### src/rtl/core/ps2mpd_pkg.sv
// Shared types and constants for the PS/2 mouse packet decoder.
// No dependencies; imported by every module of the decoder.
package ps2mpd_pkg;

    // Kind codes carried in the low bits of each result word
    typedef enum logic [1:0] {
        EV_MOVED    = 2'd0,
        EV_DOUBLE   = 2'd1,
        EV_CLICKED  = 2'd2,
        EV_RELEASED = 2'd3
    } event_kind_t;

    // Header bit positions of the first packet byte
    localparam int unsigned HDR_SYNC_BIT   = 3;
    localparam int unsigned HDR_X_SIGN_BIT = 4;
    localparam int unsigned HDR_Y_SIGN_BIT = 5;
    localparam int unsigned HDR_X_OVF_BIT  = 6;
    localparam int unsigned HDR_Y_OVF_BIT  = 7;

    localparam int unsigned NUM_BUTTONS = 3;

    // Double-click window after reset, in milliseconds
    localparam logic [15:0] WINDOW_RESET = 16'd300;

    // Event set produced by one complete packet
    typedef struct packed {
        logic                   move;
        logic signed [8:0]      move_x;
        logic signed [9:0]      move_y;
        logic [NUM_BUTTONS-1:0] dbl;
        logic [NUM_BUTTONS-1:0] press;
        logic [NUM_BUTTONS-1:0] release_mask;
    } job_t;

    // One result word as carried on the output channel
    typedef struct packed {
        logic [NUM_BUTTONS-1:0] button_mask;
        logic signed [9:0]      move_y;
        logic signed [8:0]      move_x;
        event_kind_t            event_kind;
    } event_t;

endpackage

### src/rtl/core/ps2mpd_front.sv
// Front end: accepts mouse bytes, assembles packets and classifies events.
// Depends on ps2mpd_pkg; feeds one job per packet into the job queue.
module ps2mpd_front
    import ps2mpd_pkg::*;
(
    input  logic        aclk,
    input  logic        aresetn,
    input  logic        in_valid,
    input  logic [7:0]  in_byte,
    input  logic [31:0] in_time,
    input  logic        in_accept,
    input  logic        cfg_write,
    input  logic [15:0] cfg_data,
    output logic        job_push,
    output job_t        job
);

    typedef enum logic [2:0] {
        PH_HDR = 3'b001,
        PH_X   = 3'b010,
        PH_Y   = 3'b100
    } phase_t;

    // Where the press time comes from after each press in the scan
    typedef enum logic [1:0] {
        LS_OLD  = 2'd0,
        LS_ZERO = 2'd1,
        LS_TIME = 2'd2
    } lpt_src_t;

    phase_t                 phase_reg, phase_next;
    logic [7:0]             header_reg;
    logic [8:0]             held_x_reg;
    logic [NUM_BUTTONS-1:0] prev_buttons_reg;
    logic [31:0]            last_press_reg, last_press_next;
    logic [15:0]            window_reg;

    logic [8:0]             y9;
    logic signed [9:0]      neg_y;
    logic [NUM_BUTTONS-1:0] press, rel, dbl;
    logic [31:0]            elapsed;
    logic                   hit_old, hit_zero, hit_time, hit;
    lpt_src_t               src;
    logic                   move;

    // Classify the third byte of a packet
    always_comb begin
        y9       = {header_reg[HDR_Y_SIGN_BIT], in_byte};
        neg_y    = 10'sd0 - $signed({y9[8], y9});
        press    = header_reg[NUM_BUTTONS-1:0] & ~prev_buttons_reg;
        rel      = prev_buttons_reg & ~header_reg[NUM_BUTTONS-1:0];
        elapsed  = in_time - last_press_reg;
        hit_old  = elapsed < {16'd0, window_reg};
        // after a double click the remembered time is zero, so the gap is the time itself
        hit_zero = in_time < {16'd0, window_reg};
        // after a plain press the remembered time is now, so the gap is zero
        hit_time = window_reg != 16'd0;
        move     = !header_reg[HDR_X_OVF_BIT] && !header_reg[HDR_Y_OVF_BIT]
                   && (held_x_reg != 9'd0 || y9 != 9'd0);
        // Scan buttons in order; each press resets the remembered time
        src = LS_OLD;
        dbl = '0;
        hit = 1'b0;
        for (int i = 0; i < NUM_BUTTONS; i++) begin
            if (press[i]) begin
                unique case (src)
                    LS_OLD:  hit = hit_old;
                    LS_ZERO: hit = hit_zero;
                    LS_TIME: hit = hit_time;
                    default: hit = hit_old;
                endcase
                dbl[i] = hit;
                src    = hit ? LS_ZERO : LS_TIME;
            end
        end
        unique case (src)
            LS_OLD:  last_press_next = last_press_reg;
            LS_ZERO: last_press_next = 32'd0;
            LS_TIME: last_press_next = in_time;
            default: last_press_next = last_press_reg;
        endcase
    end

    // Advance packet phase
    always_comb begin
        phase_next = phase_reg;
        unique case (phase_reg)
            PH_HDR:  phase_next = in_byte[HDR_SYNC_BIT] ? PH_X : PH_HDR;
            PH_X:    phase_next = PH_Y;
            PH_Y:    phase_next = PH_HDR;
            default: phase_next = PH_HDR;
        endcase
    end

    always_ff @(posedge aclk) begin
        if (!aresetn) begin
            phase_reg        <= PH_HDR;
            header_reg       <= '0;
            held_x_reg       <= '0;
            prev_buttons_reg <= '0;
            last_press_reg   <= '0;
            window_reg       <= WINDOW_RESET;
        end else begin
            if (cfg_write) begin
                window_reg <= cfg_data;
            end
            if (in_accept) begin
                phase_reg <= phase_next;
                unique case (phase_reg)
                    PH_X: begin
                        held_x_reg <= {header_reg[HDR_X_SIGN_BIT], in_byte};
                    end
                    PH_Y: begin
                        prev_buttons_reg <= header_reg[NUM_BUTTONS-1:0];
                        last_press_reg   <= last_press_next;
                    end
                    default: begin
                        header_reg <= in_byte;
                    end
                endcase
            end
        end
    end

    // Push a job only when the packet yields at least one event
    assign job_push = in_accept && in_valid && (phase_reg == PH_Y)
                      && (move || press != '0 || rel != '0);

    assign job.move         = move;
    assign job.move_x       = $signed(held_x_reg);
    assign job.move_y       = neg_y;
    assign job.dbl          = dbl;
    assign job.press        = press;
    assign job.release_mask = rel;

endmodule

### src/rtl/core/ps2mpd_fifo.sv
// Short job queue between the front end and the event sequencer.
// Depends on ps2mpd_pkg for the job type.
module ps2mpd_fifo
    import ps2mpd_pkg::*;
#(
    parameter int unsigned DEPTH = 2
) (
    input  logic aclk,
    input  logic aresetn,
    input  logic push,
    input  job_t push_job,
    output logic full,
    input  logic pop,
    output logic not_empty,
    output job_t pop_job
);

    localparam int unsigned PW = (DEPTH > 1) ? $clog2(DEPTH) : 1;
    localparam int unsigned CW = $clog2(DEPTH + 1);
    localparam logic [PW-1:0] LAST_PTR = PW'(DEPTH - 1);
    localparam logic [CW-1:0] FULL_CNT = CW'(DEPTH);

    job_t          mem [DEPTH];
    logic [PW-1:0] wr_ptr_reg, rd_ptr_reg;
    logic [CW-1:0] count_reg;
    logic          do_push, do_pop;

    assign full      = count_reg == FULL_CNT;
    assign not_empty = count_reg != '0;
    assign do_push   = push && !full;
    assign do_pop    = pop && not_empty;
    assign pop_job   = mem[rd_ptr_reg];

    // Store pushed words
    always_ff @(posedge aclk) begin
        if (do_push) begin
            mem[wr_ptr_reg] <= push_job;
        end
    end

    // Advance pointers and occupancy
    always_ff @(posedge aclk) begin
        if (!aresetn) begin
            wr_ptr_reg <= '0;
            rd_ptr_reg <= '0;
            count_reg  <= '0;
        end else begin
            if (do_push) begin
                wr_ptr_reg <= (wr_ptr_reg == LAST_PTR) ? '0 : wr_ptr_reg + 1'b1;
            end
            if (do_pop) begin
                rd_ptr_reg <= (rd_ptr_reg == LAST_PTR) ? '0 : rd_ptr_reg + 1'b1;
            end
            if (do_push && !do_pop) begin
                count_reg <= count_reg + 1'b1;
            end else if (do_pop && !do_push) begin
                count_reg <= count_reg - 1'b1;
            end
        end
    end

endmodule

### src/rtl/core/ps2mpd_back.sv
// Back end: walks a job's events and emits one word per cycle unless stalled.
// Depends on ps2mpd_pkg; pulls jobs from the job queue.
module ps2mpd_back
    import ps2mpd_pkg::*;
(
    input  logic   aclk,
    input  logic   aresetn,
    input  logic   job_avail,
    input  job_t   job_in,
    output logic   job_pop,
    output logic   out_valid,
    input  logic   out_ready,
    output event_t out_event,
    output logic   out_last
);

    logic                   cur_valid_reg, cur_valid_next;
    job_t                   cur_reg, cur_next;
    logic                   out_valid_reg;
    event_t                 out_event_reg, ev;
    logic                   out_last_reg;
    logic                   out_free, emit, last;
    logic [NUM_BUTTONS-1:0] dbl_pick;

    assign out_free = !out_valid_reg || out_ready;
    assign emit     = cur_valid_reg && out_free;

    // Pick the next event in order: move, double clicks, click, release
    always_comb begin
        cur_next       = cur_reg;
        dbl_pick       = cur_reg.dbl & (~cur_reg.dbl + 1'b1);
        ev.event_kind  = EV_MOVED;
        ev.move_x      = '0;
        ev.move_y      = '0;
        ev.button_mask = '0;
        priority if (cur_reg.move) begin
            ev.move_x     = cur_reg.move_x;
            ev.move_y     = cur_reg.move_y;
            cur_next.move = 1'b0;
        end else if (cur_reg.dbl != '0) begin
            ev.event_kind  = EV_DOUBLE;
            ev.button_mask = dbl_pick;
            cur_next.dbl   = cur_reg.dbl & ~dbl_pick;
        end else if (cur_reg.press != '0) begin
            ev.event_kind  = EV_CLICKED;
            ev.button_mask = cur_reg.press;
            cur_next.press = '0;
        end else begin
            ev.event_kind         = EV_RELEASED;
            ev.button_mask        = cur_reg.release_mask;
            cur_next.release_mask = '0;
        end
        last = !cur_next.move && cur_next.dbl == '0 && cur_next.press == '0
               && cur_next.release_mask == '0;
    end

    // Load a new job when idle or when the current one sends its last word
    assign job_pop = job_avail && (!cur_valid_reg || (emit && last));

    always_comb begin
        cur_valid_next = cur_valid_reg;
        if (job_pop) begin
            cur_valid_next = 1'b1;
        end else if (emit && last) begin
            cur_valid_next = 1'b0;
        end
    end

    always_ff @(posedge aclk) begin
        if (job_pop) begin
            cur_reg <= job_in;
        end else if (emit) begin
            cur_reg <= cur_next;
        end
        if (emit) begin
            out_event_reg <= ev;
            out_last_reg  <= last;
        end
    end

    // Hold the output word until taken
    always_ff @(posedge aclk) begin
        if (!aresetn) begin
            cur_valid_reg <= 1'b0;
            out_valid_reg <= 1'b0;
        end else begin
            cur_valid_reg <= cur_valid_next;
            if (emit) begin
                out_valid_reg <= 1'b1;
            end else if (out_ready) begin
                out_valid_reg <= 1'b0;
            end
        end
    end

    assign out_valid = out_valid_reg;
    assign out_event = out_event_reg;
    assign out_last  = out_last_reg;

endmodule

### src/rtl/core/ps2_mouse_packet_decoder.sv
// PS/2 mouse packet decoder, top level: front end, job queue, event sequencer.
// Depends on ps2mpd_pkg, ps2mpd_front, ps2mpd_fifo and ps2mpd_back.
//
// Takes one mouse byte per word with a millisecond timestamp and assembles
// 3-byte packets; a header byte without its always-one bit is dropped. A
// byte is accepted every cycle while the job queue has room. The first and
// second bytes of a packet produce no output. The third byte is classified
// combinationally on acceptance; its events (move, double clicks, click,
// release; up to five) leave the event sequencer at one word per cycle
// unless m_tready stalls it, the last marked by m_tlast; a packet with no
// events produces no word. The event sequencer sets the output rate.
// The double-click window register is written through cfg_valid/cfg_data;
// the user must do so only while no packet is in flight; not enforced.
module ps2_mouse_packet_decoder
    import ps2mpd_pkg::*;
#(
    parameter int unsigned QUEUE_DEPTH = 2
) (
    input  logic        aclk,
    input  logic        aresetn,
    // data_byte [7:0], time_ms [39:8]
    input  logic [39:0] s_tdata,
    input  logic        s_tvalid,
    output logic        s_tready,
    // event_kind [1:0], move_x [10:2], move_y [20:11], button_mask [23:21]
    output logic [23:0] m_tdata,
    output logic        m_tlast,
    output logic        m_tvalid,
    input  logic        m_tready,
    // double_click_window [15:0]
    input  logic [15:0] cfg_data,
    input  logic        cfg_valid,
    output logic        cfg_ready
);

    logic   q_full, q_avail, q_pop, job_push, in_accept;
    job_t   front_job, back_job;
    event_t ev;

    assign s_tready  = !q_full;
    assign in_accept = s_tvalid && s_tready;
    assign cfg_ready = 1'b1;

    ps2mpd_front u_front (
        .aclk      (aclk),
        .aresetn   (aresetn),
        .in_valid  (s_tvalid),
        .in_byte   (s_tdata[7:0]),
        .in_time   (s_tdata[39:8]),
        .in_accept (in_accept),
        .cfg_write (cfg_valid && cfg_ready),
        .cfg_data  (cfg_data),
        .job_push  (job_push),
        .job       (front_job)
    );

    ps2mpd_fifo #(
        .DEPTH (QUEUE_DEPTH)
    ) u_queue (
        .aclk      (aclk),
        .aresetn   (aresetn),
        .push      (job_push),
        .push_job  (front_job),
        .full      (q_full),
        .pop       (q_pop),
        .not_empty (q_avail),
        .pop_job   (back_job)
    );

    ps2mpd_back u_back (
        .aclk      (aclk),
        .aresetn   (aresetn),
        .job_avail (q_avail),
        .job_in    (back_job),
        .job_pop   (q_pop),
        .out_valid (m_tvalid),
        .out_ready (m_tready),
        .out_event (ev),
        .out_last  (m_tlast)
    );

    assign m_tdata = ev;

endmodule

### config.mk
export PLATFORM = sky130hd
export DESIGN_NAME = ps2_mouse_packet_decoder
export DESIGN_NICKNAME = d
export VERILOG_FILES = /design/src/rtl/core/ps2mpd_pkg.sv /design/src/rtl/core/ps2mpd_front.sv /design/src/rtl/core/ps2mpd_fifo.sv /design/src/rtl/core/ps2mpd_back.sv /design/src/rtl/core/ps2_mouse_packet_decoder.sv
export SDC_FILE = /design/constraint.sdc
export NUM_CORES = 1
export LEC_CHECK = 0
export ABC_AREA = 0
export BUFFER_PORTS_ARGS = -buffer_cell sky130_fd_sc_hd__buf_2
export CAP_MARGIN = 20
export CORE_ASPECT_RATIO = 1.1
export CORE_MARGIN = 4
export CORE_UTILIZATION = 60
export DETAILED_ROUTE_END_ITERATION = 8
export HOLD_SLACK_MARGIN = 0.12
export PLACE_DENSITY = 0.8
export SLEW_MARGIN = 40
export SYNTH_ARGS = -nofsm -noshare
export SYNTH_HDL_FRONTEND = slang
export SYNTH_SLANG_ARGS = --single-unit
### constraint.sdc
create_clock -name aclk -period 8.4 [get_ports aclk]
set_input_delay 1.68 -clock aclk [delete_from_list [all_inputs] [get_ports aclk]]
set_output_delay 1.68 -clock aclk [all_outputs]
set_load 0.05 [all_outputs]
== Yosys cells after proc, flatten, opt, wreduce, memory -nomap -nowiden ==
Memory sizes are Yosys's and may differ from the RTL's. A register that Yosys moved wholly into a read port is not among the register bits.
Cells that the tools add are included.

* Add/sub/neg operators: 7
* Order comparisons: 2
* Eq/ne operators: 10
* Multiplexer cells: 40
* Bitwise operators: 9
* Reductions and logical operators: 49

{| class="wikitable"
|+ Operators by type and width
! kind !! count
|-
| 32-bit by 16-bit < comparator with 1-bit output || 2
|-
| 32-bit case mux with 2 select lines || 1
|-
| 29-bit 2-to-1 mux || 2
|-
| 32-bit subtractor || 1
|-
| 1-bit 2-to-1 mux || 18
|-
| 2-bit 2-to-1 mux || 9
|-
| 9-bit nonzero test || 2
|-
| 16-bit nonzero test || 1
|-
| 1-bit logical AND || 15
|-
| 3-bit 2-to-1 mux || 5
|-
| 3-bit bitwise AND || 4
|-
| 3-bit NOT || 4
|-
| 2-bit nonzero test || 6
|-
| 3-bit nonzero test || 4
|-
| 1-bit by 9-bit subtractor with 10-bit output (first input constant) || 1
|-
| 3-bit zero test || 3
|-
| 9-bit 2-to-1 mux || 1
|-
| 2-bit == test (second input constant) || 4
|-
| 1-bit zero test || 7
|-
| 2-bit by 1-bit == test with 1-bit output (second input constant) || 3
|-
| 6-bit 2-to-1 mux || 1
|-
| 3-bit case mux with 2 select lines || 1
|-
| 2-bit AND reduction || 3
|-
| 1-bit logical OR || 5
|-
| 11 further kinds || 14
|}

* Register bits: 131
* Bits in writable memories: 58
* Output and inout port bits: 28
* Logic and storage cells: 141
* Memories: 1

{| class="wikitable"
|+ Memories
! memory !! depth !! bits a word !! rd ports !! clocked after Yosys merged registers in !! wr ports !! line !! RTL
|-
| u_queue.mem || 2 || 29 || 1 || 1 || 1 || ps2mpd_fifo.sv:23 || <nowiki>job_t mem [DEPTH];</nowiki>
|}

== Logic depth before layout (Yosys ltp) ==
* Word-level depth: 18
* Mapped depth: 26

== Modules after synthesis ==
From an unflattened synthesis, not the netlist that was laid out.

* Cell total of the unflattened synthesis: 1141
* Area total of the unflattened synthesis: 11011.8 um^2

{| class="wikitable"
|+ Modules (own cells, without submodules)
! module !! instances !! cells each !! area each (um^2) !! sequential area each (um^2)
|-
| ps2mpd_front || 1 || 844 || 6299.8 || 1401.3
|-
| ps2mpd_back || 1 || 178 || 2366.0 || 1661.6
|-
| ps2mpd_fifo || 1 || 115 || 2324.7 || 1841.8
|-
| ps2_mouse_packet_decoder || 1 || 4 || 21.3 || 0.0
|}

== Least setup slack after synthesis ==
Ideal clock, no wire load.

* Path kind: input-to-reg
* From: input s_tdata[8]
* To: register u_front.last_press_reg[10]
* Arrival: 6273 ps
* Path slack: 2005 ps
* Cell stages on the path: 24
* Path buffers: 2
* Cells stage by stage: inv_1 > ha_1 > fa_1 > nand2b_1 > a21o_1 > a211o_1 > and2_1 > xnor2_1 > ha_1 > nor2b_1 > o21ai_0 > nor4b_1 > nand3_1 > nor4_2 > nand4_2 > or2_2 > a311oi_1 > o2111ai_1 > ha_1 > or2_2 > clkbuf_1 > clkbuf_1 > nand2_1 > a21boi_0

* Word-level cells in the longest chain between the ends: 18
* Elaborated cells on any way between the ends: 23
* Classes of those cells: add/sub: 1; order compare: 2; eq/ne: 6; mux: 12; reduce/logical: 2

{| class="wikitable"
|+ Ends and longest elaborated chain
! what !! line !! RTL
|-
| start, declared || ps2_mouse_packet_decoder.sv:22 || <nowiki>input logic [39:0] s_tdata,</nowiki>
|-
| 32-bit subtractor || ps2mpd_front.sv:52 || <nowiki>elapsed = in_time - last_press_reg;</nowiki>
|-
| 32-bit by 16-bit < comparator with 1-bit output || ps2mpd_front.sv:53 || <nowiki>hit_old = elapsed < {16'd0, window_reg};</nowiki>
|-
| 1-bit 2-to-1 mux || ps2mpd_front.sv:65 || <nowiki>if (press[i]) begin</nowiki>
|-
| 2-bit 2-to-1 mux || ps2mpd_front.sv:73 || <nowiki>src = hit ? LS_ZERO : LS_TIME;</nowiki>
|-
| 2-bit 2-to-1 mux || ps2mpd_front.sv:65 ||
|-
| 2-bit == test / 2-bit by 1-bit == test with 1-bit output (equally long branches) || ps2mpd_front.sv:66 || <nowiki>unique case (src)</nowiki>
|-
| 1-bit case mux with 2 select lines || ps2mpd_front.sv:66 ||
|-
| 1-bit 2-to-1 mux || ps2mpd_front.sv:65 ||
|-
| [2 not listed] || n/a ||
|-
| 2-bit == test / 2-bit by 1-bit == test with 1-bit output (equally long branches) || ps2mpd_front.sv:66 ||
|-
| 1-bit case mux with 2 select lines || ps2mpd_front.sv:66 ||
|-
| 1-bit 2-to-1 mux || ps2mpd_front.sv:65 ||
|-
| 2-bit 2-to-1 mux || ps2mpd_front.sv:73 ||
|-
| 2-bit 2-to-1 mux * || ps2mpd_front.sv:65 ||
|-
| 2-bit by 1-bit == test with 1-bit output / 2-bit == test (equally long branches) || ps2mpd_front.sv:76 || <nowiki>unique case (src)</nowiki>
|-
| 2-bit nonzero test (no source line) || n/a ||
|-
| 3-bit AND reduction (no source line) || n/a ||
|-
| end signal, assigned || ps2mpd_front.sv:115 || <nowiki>last_press_reg <= last_press_next;</nowiki>
|-
| end, declared || ps2mpd_front.sv:35 || <nowiki>logic [31:0] last_press_reg, last_press_next;</nowiki>
|}

Every way passes the cells marked *; elsewhere a longest branch is shown, timed or not. The select of a mux whose other input is x is not followed.
A chain may end at the register's enable or synchronous reset.

== Worst setup path in the final report ==
* From: input s_tdata[8]
* To: register u_front.last_press_reg[2]

The elaborated chain is that of the path after synthesis.

==> flow_summary.toml <==
[critical_path]
reg2reg_depth = 21
path_class = "primary input to flip-flop"
r2r_end = "u_front.last_press_reg[2]"
crit_required_ns = 8.72
worst_setup_path_start_kind = "primary input"
cp.arrival_ns = 7.16
end_kind = "flip-flop"
r2r_start = "u_front.last_press_reg[0]"
worstPathMaxFanout = 32
rrSetupSlack_ns = 2.62

[timing]
min_period_ns = 6.85
final.setup_skew_ns = 0.00982
rsz0062_at_grt = "no"
fin_crit_sh = 0.815
setup_viol = 0
slew_headroom = 0.417
holdWs_ns = 0.464
timing.fmax_mhz = 146
tightest_slew_ns = 0.852
slew_violations = 0
final.setup.tns_ns = 0
hold_viol_final = 0

[hold_path]
min_path_cells = 2
hold-path-endpoint = "u_front.last_press_reg[27]"
worstHoldStart = "u_front.last_press_reg[27]"
hold_path_class = "flip-flop to flip-flop"

[place]
place_congestion = 0.985
hpwl_um = 17900
portBuffers = 87

[status]
status = "finished clean"

[clock_tree]
cts_hold_buf = 0
clk_pin_slew_ns = 0.08
cts_setup_buffers = 0
h-tree-depth = 4
tritoncts = "built"
cts_buffers = 17
cts.sink_count = 189
cts_max_path_buffers = 2
clockRootBuffer = "clkbuf_16"
clock_latency_ns = 0.44
cts-resized-gates = 0

[logic_synthesis]
synth_nets = 1245
syn_avg_cell_area_um2 = 9.76
synth_seq_cells = 189
syn_inst = 1118
yosysWarnings = 0
yosysTopAreaCell = "edfxtp_1"
synth_seq_area_share = 0.449
synthFlopType = "edfxtp_1"
syn_area_um2 = 10900
ys_top_cells_by_area = "edfxtp_1 (31%), dfxtp_1 (14%), ha_1 (7.5%)"
yosysUniqueCellTypes = 82
synth_edf_count = 112
async_flop_share = 0
synth_top_area_frac = 0.308

[power_and_ir_drop]
max-vdd-ir-drop_v = 0.000161
power.density_nw_per_um2 = 231
p_leak_uw = 0.00452

[route]
drt-total-wl_um = 24200
drt_iter0_drc = 466
wl_per_cell_um = 16.9
vias_per_cell = 5.98
drc = 0
final_antenna_net_count = 0
vias = 8542
dr.pass1.iters = 5

[global_route]
grt_pass1_vias = 8082
grtUsageTotal = 0.240
grt_max_degree = 78
grt_pass1_wl_um = 39200
grt_overflow = 0
antenna_found_initial = 0

[flow_run]
drv_cap = 0

[floorplan]
core_um2 = 17800
rows = 51
io_pins = 89
die_h_um = 149
die_area_um2 = 20400
start_util = 0.613
die_x_um = 137

[final_layout]
drive_gt1_frac = 0.134
diodes = 0
largest_reg_flops = 58
area_growth_pct = 10.8
final_nets = 1305
through the flow:
step                      setup WS, ns   util  instances  instance area (um2)  power (uW)
final                             1.55  0.679       1429                12100        2790
after detailed placement          1.13  0.644       1397                11500        1980
after global placement            1.23  0.644       1397                11500        1960
after global routing              1.16  0.679       1429                12100        2930
after CTS                         1.59  0.679       1429                12100        2810
after floorplan                   2.01      -       1118                10900        1810
how the worst max path moves through the flow:
stage	startpoint	to	slack [ns]	depth (start not counted)
after floorplan	s_tdata[8]	u_front.last_press_reg[10]	2.01	24
after global placement	s_tdata[8]	u_front.last_press_reg[30]	1.23	23
after detailed placement	s_tdata[8]	u_front.last_press_reg[22]	1.13	23
after CTS	s_tdata[8]	u_front.last_press_reg[12]	1.59	23
after global routing	s_tdata[8]	u_front.last_press_reg[30]	1.16	23
final	s_tdata[8]	u_front.last_press_reg[2]	1.55	23
area by class of cell:
| type | instances | area [um2] |
|---|---|---|
| Sequential cell | 189 | 4900 |
| Fill cell | 1380 | 5710 |
| Multi-Input combinational cell | 805 | 5520 |
| Timing Repair Buffer | 93 | 483 |
| Clock inverter | 15 | 194 |
| Clock buffer | 17 | 425 |
| Inverter | 72 | 270 |
| Tap cell | 238 | 298 |
placed cells by master (no fill, tap or decap), types with 5 or more instances in the layout:
| master | count |
|---|---|
| and4_1 | 6 |
| o21ai_0 | 35 |
| o21ai_1 | 5 |
| or2_2 | 10 |
| buf_4 | 7 |
| xor2_1 | 10 |
| nand2b_1 | 15 |
| a211o_1 | 6 |
| o211ai_1 | 14 |
| nor4_1 | 18 |
| nand2_1 | 84 |
| inv_1 | 72 |
| and2_1 | 27 |
| o21bai_1 | 5 |
| a21o_1 | 10 |
| nor3_1 | 23 |
| a21boi_0 | 35 |
| a21oi_1 | 56 |
| o21a_1 | 17 |
| xnor2_1 | 16 |
| a31oi_1 | 6 |
| ha_1 | 65 |
| nand3_1 | 57 |
| a211oi_1 | 5 |
| nand4_1 | 18 |
| edfxtp_1 | 112 |
| clkbuf_16 | 17 |
| or3_1 | 5 |
| mux2i_1 | 60 |
| buf_2 | 86 |
| dfxtp_1 | 77 |
| nor2_1 | 68 |
| nor2b_1 | 43 |
synthesized netlist by cell type (all sizes together), types with 4 or more instances:
cell     instances
nor3            24
nand4           19
clkbuf          33
mux2i           60
or3              5
a2111oi          6
inv             72
a21boi          35
nor4b            4
edfxtp         112
a211oi           5
or2             11
o21ai           42
a21o            10
nand3           58
o21a            19
a211o            6
xor2            10
dfxtp           77
nor4            20
nor2b           43
and4             6
o211ai          15
o21bai           6
buf             19
ha              65
and2            29
a21oi           61
nor2            69
xnor2           16
nand2b          15
o22ai            4
o2111ai          4
a31oi            6
nand2           84
logic make-up (layout without fill, tap and decap cells):
group                    after synthesis  count (layout)  share of synthesized area
AND/OR/NAND/NOR                      404             404                      0.195
multiplexers                          62              62                     0.0571
adder cells (fa/ha/maj)               67              67                     0.0773
buffers and inverters                124             197                     0.0462
other                                  1               1                   0.000344
flip-flops                           189             189                      0.449
AO/OA/AOI/OAI                        245             245                      0.153
XOR/XNOR                              26              26                     0.0209
report_power, final:
| part | switching, uW | total [uW] | internal (uW) |
|---|---|---|---|
| combinational | 487 | 722 | 235 |
| clock | 413 | 827 | 413 |
| sequential | 74.1 | 1250 | 1170 |
critical path: stages:
cell and delay (ns):
buf_2 0.10, inv_1 0.04, ha_1 0.21, fa_1 0.39, nand2b_1 0.17, a21o_1 0.22, a211o_1 0.33, and2_1 0.20
xnor2_1 0.14, ha_1 0.29, nor2b_1 0.13, o21ai_0 0.34, nor4b_1 0.28, nand3_1 0.16, nor4_2 0.27, nand4_2 0.24
or2_2 0.40, a311oi_1 0.25, o2111ai_1 0.18, ha_1 0.35, or2_2 0.56, nand2_1 0.15, a21boi_0 0.10
routing by layer:
| layer | vias up | share of wire | global-route usage |
|---|---|---|---|
| met5 | - | 0 | 0 |
| met4 | 0 | 0.026 | 0.0877 |
| met3 | 54 | 0.040 | 0.0343 |
| met2 | 210 | 0.51 | 0.421 |
| met1 | 4081 | 0.42 | 0.300 |
| li1 | 4197 | - | - |
No activity file was read; power rests on OpenSTA's default activity.
